### src/rtl/nptt_pkg.sv
// types and constants of the nat port mapping table
package nptt_pkg;

    localparam int POOL_SIZE = 8192;
    localparam int IDX_W     = $clog2(POOL_SIZE);
    localparam int CNT_W     = $clog2(POOL_SIZE + 1);
    localparam logic [IDX_W-1:0] LAST_IDX = IDX_W'(POOL_SIZE - 1);

    localparam logic [2:0] ACT_OUTBOUND = 3'd0;
    localparam logic [2:0] ACT_INBOUND  = 3'd1;
    localparam logic [2:0] ACT_TOUCH    = 3'd2;
    localparam logic [2:0] ACT_FLAGS    = 3'd3;
    localparam logic [2:0] ACT_SWEEP    = 3'd4;
    localparam logic [2:0] ACT_CLEAR    = 3'd5;

    localparam logic [1:0] ST_HIT  = 2'd0;
    localparam logic [1:0] ST_NEW  = 2'd1;
    localparam logic [1:0] ST_NF   = 2'd2;
    localparam logic [1:0] ST_FULL = 2'd3;

    localparam logic [2:0] CFG_BASE_PORT   = 3'd0;
    localparam logic [2:0] CFG_TCP_OPEN    = 3'd1;
    localparam logic [2:0] CFG_TCP_CLOSING = 3'd2;
    localparam logic [2:0] CFG_UDP         = 3'd3;
    localparam logic [2:0] CFG_OTHER       = 3'd4;

    localparam logic [7:0] PROTO_TCP    = 8'd6;
    localparam logic [7:0] PROTO_UDP    = 8'd17;
    localparam logic [7:0] FIN_RST_MASK = 8'h05;

    typedef struct packed {
        logic [2:0]  action;
        logic [7:0]  proto;
        logic [31:0] src_ip;
        logic [15:0] src_port;
        logic [31:0] peer_ip;
        logic [15:0] peer_port;
        logic [15:0] nat_port;
        logic [7:0]  tcp_flags;
        logic [47:0] now_ms;
    } nptt_in_t;

    typedef struct packed {
        logic [1:0]  status;
        logic [15:0] mapped_port;
        logic [31:0] orig_src_ip;
        logic [15:0] orig_src_port;
        logic [13:0] evicted_count;
    } nptt_out_t;

    typedef struct packed {
        logic        valid;
        logic        closing;
        logic [7:0]  proto;
        logic [31:0] src_ip;
        logic [15:0] src_port;
        logic [31:0] peer_ip;
        logic [15:0] peer_port;
        logic [47:0] last_seen;
    } nptt_entry_t;

    typedef struct packed {
        logic             rd_en;
        logic [IDX_W-1:0] rd_addr;
        logic             wr_en;
        logic [IDX_W-1:0] wr_addr;
        nptt_entry_t      wr_data;
    } nptt_ram_req_t;

endpackage

### src/rtl/nptt_ctrl.sv
// sequencer: decode, clearing pass, slot scan, read-modify-write and result register
module nptt_ctrl (
    input  logic                    clk,
    input  logic                    rst_n,
    input  logic                    in_valid,
    output logic                    in_stall,
    input  nptt_pkg::nptt_in_t      in_data,
    output logic                    out_valid,
    input  logic                    out_stall,
    output nptt_pkg::nptt_out_t     out_data,
    input  logic                    cfg_valid,
    input  logic [2:0]              cfg_index,
    input  logic [31:0]             cfg_data,
    output nptt_pkg::nptt_ram_req_t ram_req,
    input  nptt_pkg::nptt_entry_t   ram_rd
);
    import nptt_pkg::*;

    typedef enum logic [2:0] {S_CLR, S_IDLE, S_SCAN, S_RD, S_CHK, S_DONE} state_t;

    state_t           state_reg, state_next;
    logic [CNT_W-1:0] cnt_reg, cnt_next;
    logic             d_vld_reg, d_vld_next;
    logic [IDX_W-1:0] d_idx_reg, d_idx_next;
    nptt_in_t         req_reg, req_next;
    logic [IDX_W-1:0] slot_reg, slot_next;
    logic [IDX_W-1:0] probe_reg, probe_next;
    logic             ge_found_reg, ge_found_next;
    logic [IDX_W-1:0] ge_idx_reg, ge_idx_next;
    logic             any_found_reg, any_found_next;
    logic [IDX_W-1:0] any_idx_reg, any_idx_next;
    logic [13:0]      evict_reg, evict_next;
    logic             clr_reply_reg, clr_reply_next;
    nptt_out_t        res_reg, res_next;
    logic             out_valid_reg, out_valid_next;
    nptt_out_t        out_data_reg, out_data_next;

    logic [15:0] base_reg;
    logic [31:0] tcp_open_reg, tcp_closing_reg, udp_reg, other_reg;

    logic [16:0]      port_diff;
    logic             in_pool;
    logic             issue;
    logic             last;
    logic             key_match;
    logic [31:0]      limit;
    logic [48:0]      idle_diff;
    logic             evict;
    logic [IDX_W-1:0] pick;
    nptt_entry_t      wr_entry;

    assign in_stall  = (state_reg != S_IDLE);
    assign out_valid = out_valid_reg;
    assign out_data  = out_data_reg;

    always_comb
    begin
        port_diff = {1'b0, in_data.nat_port} - {1'b0, base_reg};
        in_pool   = port_diff < 17'(POOL_SIZE);
        issue     = cnt_reg < CNT_W'(POOL_SIZE);
        last      = d_vld_reg && (d_idx_reg == LAST_IDX);
        key_match = ram_rd.valid && ram_rd.proto == req_reg.proto
                    && ram_rd.src_ip == req_reg.src_ip && ram_rd.src_port == req_reg.src_port
                    && ram_rd.peer_ip == req_reg.peer_ip
                    && ram_rd.peer_port == req_reg.peer_port;
        if (ram_rd.proto == PROTO_TCP)
        begin
            limit = ram_rd.closing ? tcp_closing_reg : tcp_open_reg;
        end
        else if (ram_rd.proto == PROTO_UDP)
        begin
            limit = udp_reg;
        end
        else
        begin
            limit = other_reg;
        end
        // a slot seen later than now is never idle enough
        idle_diff = {1'b0, req_reg.now_ms} - {1'b0, ram_rd.last_seen};
        evict     = ram_rd.valid && !idle_diff[48] && (idle_diff[47:0] >= {16'b0, limit});

        state_next     = state_reg;
        cnt_next       = cnt_reg;
        d_vld_next     = 1'b0;
        d_idx_next     = d_idx_reg;
        req_next       = req_reg;
        slot_next      = slot_reg;
        probe_next     = probe_reg;
        ge_found_next  = ge_found_reg;
        ge_idx_next    = ge_idx_reg;
        any_found_next = any_found_reg;
        any_idx_next   = any_idx_reg;
        evict_next     = evict_reg;
        clr_reply_next = clr_reply_reg;
        res_next       = res_reg;
        pick           = '0;
        wr_entry       = ram_rd;
        ram_req        = '0;

        unique case (state_reg)
            S_CLR:
            begin
                ram_req.wr_en   = 1'b1;
                ram_req.wr_addr = cnt_reg[IDX_W-1:0];
                ram_req.wr_data = '0;
                cnt_next        = cnt_reg + 1'b1;
                probe_next      = '0;
                if (cnt_reg[IDX_W-1:0] == LAST_IDX)
                begin
                    state_next = clr_reply_reg ? S_DONE : S_IDLE;
                end
            end
            S_IDLE:
            begin
                if (in_valid)
                begin
                    req_next       = in_data;
                    slot_next      = port_diff[IDX_W-1:0];
                    cnt_next       = '0;
                    ge_found_next  = 1'b0;
                    any_found_next = 1'b0;
                    evict_next     = '0;
                    clr_reply_next = 1'b1;
                    res_next       = '0;
                    res_next.status = ST_NF;
                    if (in_data.action == ACT_OUTBOUND || in_data.action == ACT_SWEEP)
                    begin
                        state_next = S_SCAN;
                    end
                    else if (in_data.action == ACT_INBOUND || in_data.action == ACT_TOUCH
                             || in_data.action == ACT_FLAGS)
                    begin
                        state_next = in_pool ? S_RD : S_DONE;
                    end
                    else if (in_data.action == ACT_CLEAR)
                    begin
                        res_next.status = ST_HIT;
                        state_next      = S_CLR;
                    end
                    else
                    begin
                        state_next = S_DONE;
                    end
                end
            end
            S_SCAN:
            begin
                ram_req.rd_en   = issue;
                ram_req.rd_addr = cnt_reg[IDX_W-1:0];
                if (issue)
                begin
                    cnt_next   = cnt_reg + 1'b1;
                    d_vld_next = 1'b1;
                    d_idx_next = cnt_reg[IDX_W-1:0];
                end
                if (d_vld_reg && req_reg.action == ACT_SWEEP)
                begin
                    if (evict)
                    begin
                        wr_entry.valid   = 1'b0;
                        wr_entry.closing = 1'b0;
                        ram_req.wr_en    = 1'b1;
                        ram_req.wr_addr  = d_idx_reg;
                        ram_req.wr_data  = wr_entry;
                        evict_next       = evict_reg + 1'b1;
                    end
                    if (last)
                    begin
                        res_next.status        = ST_HIT;
                        res_next.evicted_count = evict_next;
                        state_next             = S_DONE;
                    end
                end
                else if (d_vld_reg)
                begin
                    if (key_match)
                    begin
                        wr_entry.last_seen   = req_reg.now_ms;
                        ram_req.wr_en        = 1'b1;
                        ram_req.wr_addr      = d_idx_reg;
                        ram_req.wr_data      = wr_entry;
                        res_next.status      = ST_HIT;
                        res_next.mapped_port = base_reg + 16'(d_idx_reg);
                        state_next           = S_DONE;
                    end
                    else
                    begin
                        if (!ram_rd.valid && !ge_found_reg && d_idx_reg >= probe_reg)
                        begin
                            ge_found_next = 1'b1;
                            ge_idx_next   = d_idx_reg;
                        end
                        if (!ram_rd.valid && !any_found_reg)
                        begin
                            any_found_next = 1'b1;
                            any_idx_next   = d_idx_reg;
                        end
                        if (last)
                        begin
                            state_next = S_DONE;
                            pick       = ge_found_next ? ge_idx_next : any_idx_next;
                            if (any_found_next)
                            begin
                                wr_entry.valid       = 1'b1;
                                wr_entry.closing     = 1'b0;
                                wr_entry.proto       = req_reg.proto;
                                wr_entry.src_ip      = req_reg.src_ip;
                                wr_entry.src_port    = req_reg.src_port;
                                wr_entry.peer_ip     = req_reg.peer_ip;
                                wr_entry.peer_port   = req_reg.peer_port;
                                wr_entry.last_seen   = req_reg.now_ms;
                                ram_req.wr_en        = 1'b1;
                                ram_req.wr_addr      = pick;
                                ram_req.wr_data      = wr_entry;
                                probe_next           = (pick == LAST_IDX) ? '0 : pick + 1'b1;
                                res_next.status      = ST_NEW;
                                res_next.mapped_port = base_reg + 16'(pick);
                            end
                            else
                            begin
                                res_next.status = ST_FULL;
                            end
                        end
                    end
                end
            end
            S_RD:
            begin
                ram_req.rd_en   = 1'b1;
                ram_req.rd_addr = slot_reg;
                state_next      = S_CHK;
            end
            S_CHK:
            begin
                state_next = S_DONE;
                if (ram_rd.valid)
                begin
                    if (req_reg.action == ACT_INBOUND)
                    begin
                        if (ram_rd.proto == req_reg.proto && ram_rd.peer_ip == req_reg.peer_ip
                            && ram_rd.peer_port == req_reg.peer_port)
                        begin
                            res_next.status        = ST_HIT;
                            res_next.orig_src_ip   = ram_rd.src_ip;
                            res_next.orig_src_port = ram_rd.src_port;
                        end
                    end
                    else
                    begin
                        if (req_reg.action == ACT_FLAGS
                            && (req_reg.tcp_flags & FIN_RST_MASK) != 8'h00)
                        begin
                            wr_entry.closing = 1'b1;
                        end
                        wr_entry.last_seen = req_reg.now_ms;
                        ram_req.wr_en      = 1'b1;
                        ram_req.wr_addr    = slot_reg;
                        ram_req.wr_data    = wr_entry;
                        res_next.status    = ST_HIT;
                    end
                end
            end
            S_DONE:
            begin
                if (!out_valid_reg || !out_stall)
                begin
                    state_next = S_IDLE;
                end
            end
            default:
            begin
                state_next = S_IDLE;
            end
        endcase

        out_valid_next = out_valid_reg;
        out_data_next  = out_data_reg;
        if (state_reg == S_DONE && (!out_valid_reg || !out_stall))
        begin
            out_valid_next = 1'b1;
            out_data_next  = res_reg;
        end
        else if (!out_stall)
        begin
            out_valid_next = 1'b0;
        end
    end

    always_ff @(posedge clk or negedge rst_n)
    begin
        if (!rst_n)
        begin
            state_reg       <= S_CLR;
            cnt_reg         <= '0;
            d_vld_reg       <= 1'b0;
            probe_reg       <= '0;
            clr_reply_reg   <= 1'b0;
            out_valid_reg   <= 1'b0;
            base_reg        <= 16'd49152;
            tcp_open_reg    <= 32'd7440000;
            tcp_closing_reg <= 32'd240000;
            udp_reg         <= 32'd120000;
            other_reg       <= 32'd60000;
        end
        else
        begin
            state_reg     <= state_next;
            cnt_reg       <= cnt_next;
            d_vld_reg     <= d_vld_next;
            probe_reg     <= probe_next;
            clr_reply_reg <= clr_reply_next;
            out_valid_reg <= out_valid_next;
            if (cfg_valid)
            begin
                case (cfg_index)
                    CFG_BASE_PORT:   base_reg        <= cfg_data[15:0];
                    CFG_TCP_OPEN:    tcp_open_reg    <= cfg_data;
                    CFG_TCP_CLOSING: tcp_closing_reg <= cfg_data;
                    CFG_UDP:         udp_reg         <= cfg_data;
                    CFG_OTHER:       other_reg       <= cfg_data;
                    default:         ;
                endcase
            end
        end
    end

    // payload registers
    always_ff @(posedge clk)
    begin
        d_idx_reg     <= d_idx_next;
        req_reg       <= req_next;
        slot_reg      <= slot_next;
        ge_found_reg  <= ge_found_next;
        ge_idx_reg    <= ge_idx_next;
        any_found_reg <= any_found_next;
        any_idx_reg   <= any_idx_next;
        evict_reg     <= evict_next;
        res_reg       <= res_next;
        out_data_reg  <= out_data_next;
    end

endmodule

### config.mk
export PLATFORM = sky130hd
export DESIGN_NAME = nptt_ctrl
export DESIGN_NICKNAME = d
export VERILOG_FILES = /design/src/rtl/nptt_pkg.sv /design/src/rtl/nptt_ctrl.sv
export SDC_FILE = /design/constraint.sdc
export NUM_CORES = 1
export LEC_CHECK = 0
export ABC_CLOCK_PERIOD_IN_PS = 8100
export BUFFER_PORTS_ARGS = -buffer_cell sky130_fd_sc_hd__buf_2
export CAP_MARGIN = 20
export CORE_AREA = 2 2 245 247
export CTS_CLUSTER_SIZE = 10
export DETAILED_ROUTE_END_ITERATION = 10
export DIE_AREA = 0 0 247 249
export PLACE_DENSITY_LB_ADDON = 0.1
export SETUP_SLACK_MARGIN = 0.4
export SLEW_MARGIN = 40
export SYNTH_ARGS = -nofsm -noshare
export SYNTH_HDL_FRONTEND = slang
export SYNTH_SLANG_ARGS = --single-unit
export TNS_END_PERCENT = 100
### constraint.sdc
create_clock -name clk -period 8.1 [get_ports clk]
set_clock_uncertainty 0.2 [all_clocks]
set_input_delay 1.215 -clock clk [delete_from_list [all_inputs] [get_ports clk]]
set_output_delay 1.215 -clock clk [all_outputs]
set_load 0.03 [all_outputs]
==> key figures <==
Run status
  – Status: complete, but fails checks
  – Failing checks: setup timing

Detailed routing
  – First DRT Iteration DRCs: 2,116
  – Pre-antenna DRT Iters: 6
  – Routed WL: 110,500 um
  – DR vias/cell: 5.999
  – Post-route ant nets: 0
  – Vias: 25,692
  – Residual DRC: 0
  – Wirelength per Cell: 25.80 um

Layout
  – Storage cell area: 16,030 sq um
  – Area growth syn-to-layout: 29.34%
  – Design area: 39,670 sq um
  – Area of the multi-input gates: 14,380 sq um
  – Number of flip-flops in the largest register: 157
  – Final #Nets: 3,938
  – Final std cells w/o fill: 4,283
  – Share of layout cells above drive strength 1: 35.28%
  – Fill cells: 4,583

STA
  – Final WS setup: -0.1314 ns
  – Final hold slack: 0.2025 ns
  – Clock period minus worst slack: 8.231 ns
  – Achievable Freq: 0.1215 GHz
  – Final setup violation count: 108
  – Final hold vios: 0
  – Max-slew violations: 0
  – Tcrit/Tclk final: 101.6%
  – Max transition margin: 41.46%
  – Least-Margin Pin Slew: 0.8753 ns
  – RSZ-0062 raised after global routing: yes

Synth
  – Synth top area cells: edfxtp_1 (38%), dfrtp_1 (12%), mux2_2 (6.8%), ha_1 (5.1%), a22o_1 (4.6%)
  – Ys flop type: edfxtp_1
  – Synthesized Nets: 3,193
  – FF+latch count, synth: 562
  – Largest family of logic cells by synthesized area: compound AO/OA/AOI/OAI gates
  – Post-Syn Instances: 2,692
  – Post-synthesis mux area share: 7.538%
  – Leading area contributor after synthesis: edfxtp_1
  – Yosys cell types: 87
  – Synth top area share: 37.69%
  – Post-synthesis sequential area ratio: 52.26%
  – Simple-gate share of the synthesized area: 12.13%
  – Xor/xnor cell area share of the yosys netlist: 4.797%
  – Synth Area in Adders: 5.295%
  – Syn. warnings: 0
  – EDFF count, synth: 385
  – Synth Area per Inst: 11.39 sq um
  – Synth Cell Area: 30,670 sq um
  – Post-synthesis compound-gate area fraction: 14.47%
  – Async SR Flop Fraction: 31.49%

Placement
  – DPL Wire Length: 84,560 um
  – Pre-CTS WS: -0.4014 ns
  – PortBufs: 630
  – Placed insts: 4,107
  – RD Place Congestion: 0.9708
  – Post-DP Area: 35,530 sq um

Power
  – Design Power: 0.01079 W
  – Sequential fraction of design power: 39.7%
  – Peak VDD IR: 255.2 uV
  – Clock power frac: 26.5%
  – Net Switching: 0.003845 W
  – Pint: 0.006944 W
  – Sw Ratio: 35.63%
  – Leakage: 16.80 nW
  – Pwr/cell area: 271.9 nW/um^2
  – Power share of the combinational group: 33.8%

Min path
  – Min-Delay Path Class: flop to flop
  – HP Start: res_reg[45]
  – Hold Path Depth: 0
  – Min-Delay Endpoint: out_data[45]

Worst setup path
  – Critical Path AT: 6.82 ns
  – Worst Path Required: 6.68 ns
  – Crit. End Element: primary output
  – Crit Path Class: input port to primary output
  – Delay-heaviest family, CP: compound AO/OA/AOI/OAI gates
  – CP peak stage delay: 0.43 ns
  – Slowest CP cell: a2111oi_4
  – Reg2Reg Launch Point: req_reg[0]
  – Reg2reg path depth: 33
  – Flop2flop setup slack: 1.74 ns
  – WP buf/inv: 6
  – Reg-to-reg endpoint: res_reg[6]
  – Worst path most repeated cell: buf_4
  – Startpoint Class: input port
  – Crit Path Max Fanout: 6

Floorplanning
  – Rows: 89
  – Die height: 249 um
  – Core area: 58,690 sq um
  – Die width: 247 um
  – Die area: 61,500 sq um
  – I/O pin count: 637
  – Starting Density: 52.27%

CTS
  – CTS Root Cell: clkbuf_16
  – H-tree depth reported by CTS: 3
  – Reg clk slew, reported paths: 0.06 ns
  – Clock Sinks: 562
  – Buffer depth of the longest clock path: 3
  – Worst skew pair latency: 0.62 ns
  – CTS tree: yes
  – CTS buffer count: 69

GRT
  – First-pass GRT wire length: 161,800 um
  – GRT Total Usage: 35.24%
  – Largest net degree at the start of global routing: 140
  – Initial antenna violation count: 31
  – Met1 usage: 45.92%
  – Total grt overflow: 0
  – Met2 Use GR: 56.95%
  – Grt met3 use: 7.358%
  – Vias in the first global route: 25,714
  – Global routing's busiest layer: met2

Run
  – Max Cap Viol: 0
-- cell usage in the layout, fill, tap and decap left out, types with 63 or more instances in the layout --
cell / synthesis / final
buf_4: 2 / 139
nand2_1: 237 / 236
a21oi_1: 100 / 95
ha_1: 125 / 123
buf_6: 10 / 141
nand3_1: 65 / 63
nor2_1: 132 / 127
clkbuf_16: 0 / 72
o21ai_0: 139 / 108
dfrtp_1: 146 / 146
edfxtp_1: 385 / 385
a22o_1: 161 / 123
mux2_2: 184 / 184
inv_1: 132 / 131
xnor2_1: 71 / 71
buf_2: 16 / 493
xor2_1: 97 / 96
-- cell type report --
cell class | count | area share (%)
Antenna cell | 24 | 0.1514
Tap cell | 773 | 2.438
Multi-Input combinational cell | 1871 | 36.25
Inverter | 132 | 1.249
Clock inverter | 14 | 0.3532
Clock buffer | 106 | 4.832
Timing Repair Buffer | 801 | 14.33
Sequential cell | 562 | 40.40
-- logic make-up (layout without fill, tap and decap cells) --
group                      Yosys count  count (layout)
and+or+nand+nor                    741             742
muxes                              208             208
xor gates and xnor gates           168             168
other                                0              24
AOI/OAI and AO/OA                  625             625
adders and majority gates          128             128
buffers and inverters              260            1053
DFF                                562             562
-- worst max-delay path by stage --
stage               startpoint      endpoint  cells past startpoint
detailed placement   ram_rd[0]   ram_req[72]                     31
global route         ram_rd[0]   ram_req[40]                     33
finish               ram_rd[0]   ram_req[41]                     33
CTS                  ram_rd[0]   ram_req[56]                     32
floorplan            ram_rd[0]  ram_req[100]                     28
global placement     ram_rd[0]   ram_req[72]                     31
-- timing repair --
item                                    4_1_cts  5_1_grt
endpoints found under the setup margin      166      166
pin swaps                                    53       30
hold buffers                                  0        0
gates cloned                                  4        1
buffers inserted                             16        8
resized for setup                           297      156
-- power by group through the flow --
stage               registers [W]  clock network (W)  logic (W)
finish                    0.00429            0.00286    0.00364
global route              0.00434            0.00301    0.00393
floorplan                 0.00447                  0    0.00205
detailed placement        0.00432                  0    0.00341
global placement          0.00428                  0    0.00334
CTS                       0.00427            0.00289    0.00355
-- metal layers --
metal,up-vias,share of wire (%)
met5,-,0.062
met4,12,4.0
met3,225,8.8
met2,1255,48
met1,12629,40
li1,11571,-
-- cell usage after synthesis, types with 9 or more instances --
cell type and instances:
mux2_2 184, clkbuf_1 90, o22ai_1 20, xor2_1 97
edfxtp_1 385, nor2_1 132, a31oi_1 10, inv_1 132
mux2i_1 24, nor4_1 33, o21bai_1 13, nand4_1 49
or3_1 13, o21a_1 23, ha_1 125, nor3_1 36
a211oi_1 11, nand3_1 65, nor2b_1 13, xnor2_1 71
o211ai_1 10, o2111ai_1 9, buf_6 10, nand2_1 237
dfstp_2 31, nand2b_1 30, o21ai_0 139, and4_1 9
and2_1 64, a21oi_1 100, dfrtp_1 146, buf_2 16
buf_1 10, a22o_1 161, a22oi_1 13, a21o_1 30
and3_1 13, o21ai_1 13
-- through the flow --
| stage | util [%] | setup TNS [ns] |
|---|---|---|
| floorplan | - | 0 |
| global placement | 60.40 | -42.35 |
| detailed placement | 60.55 | -50.94 |
| CTS | 66.23 | -0.1438 |
| global route | 67.59 | -40.67 |
| finish | 67.60 | -5.603 |
Power figures use the tool's default switching activity.
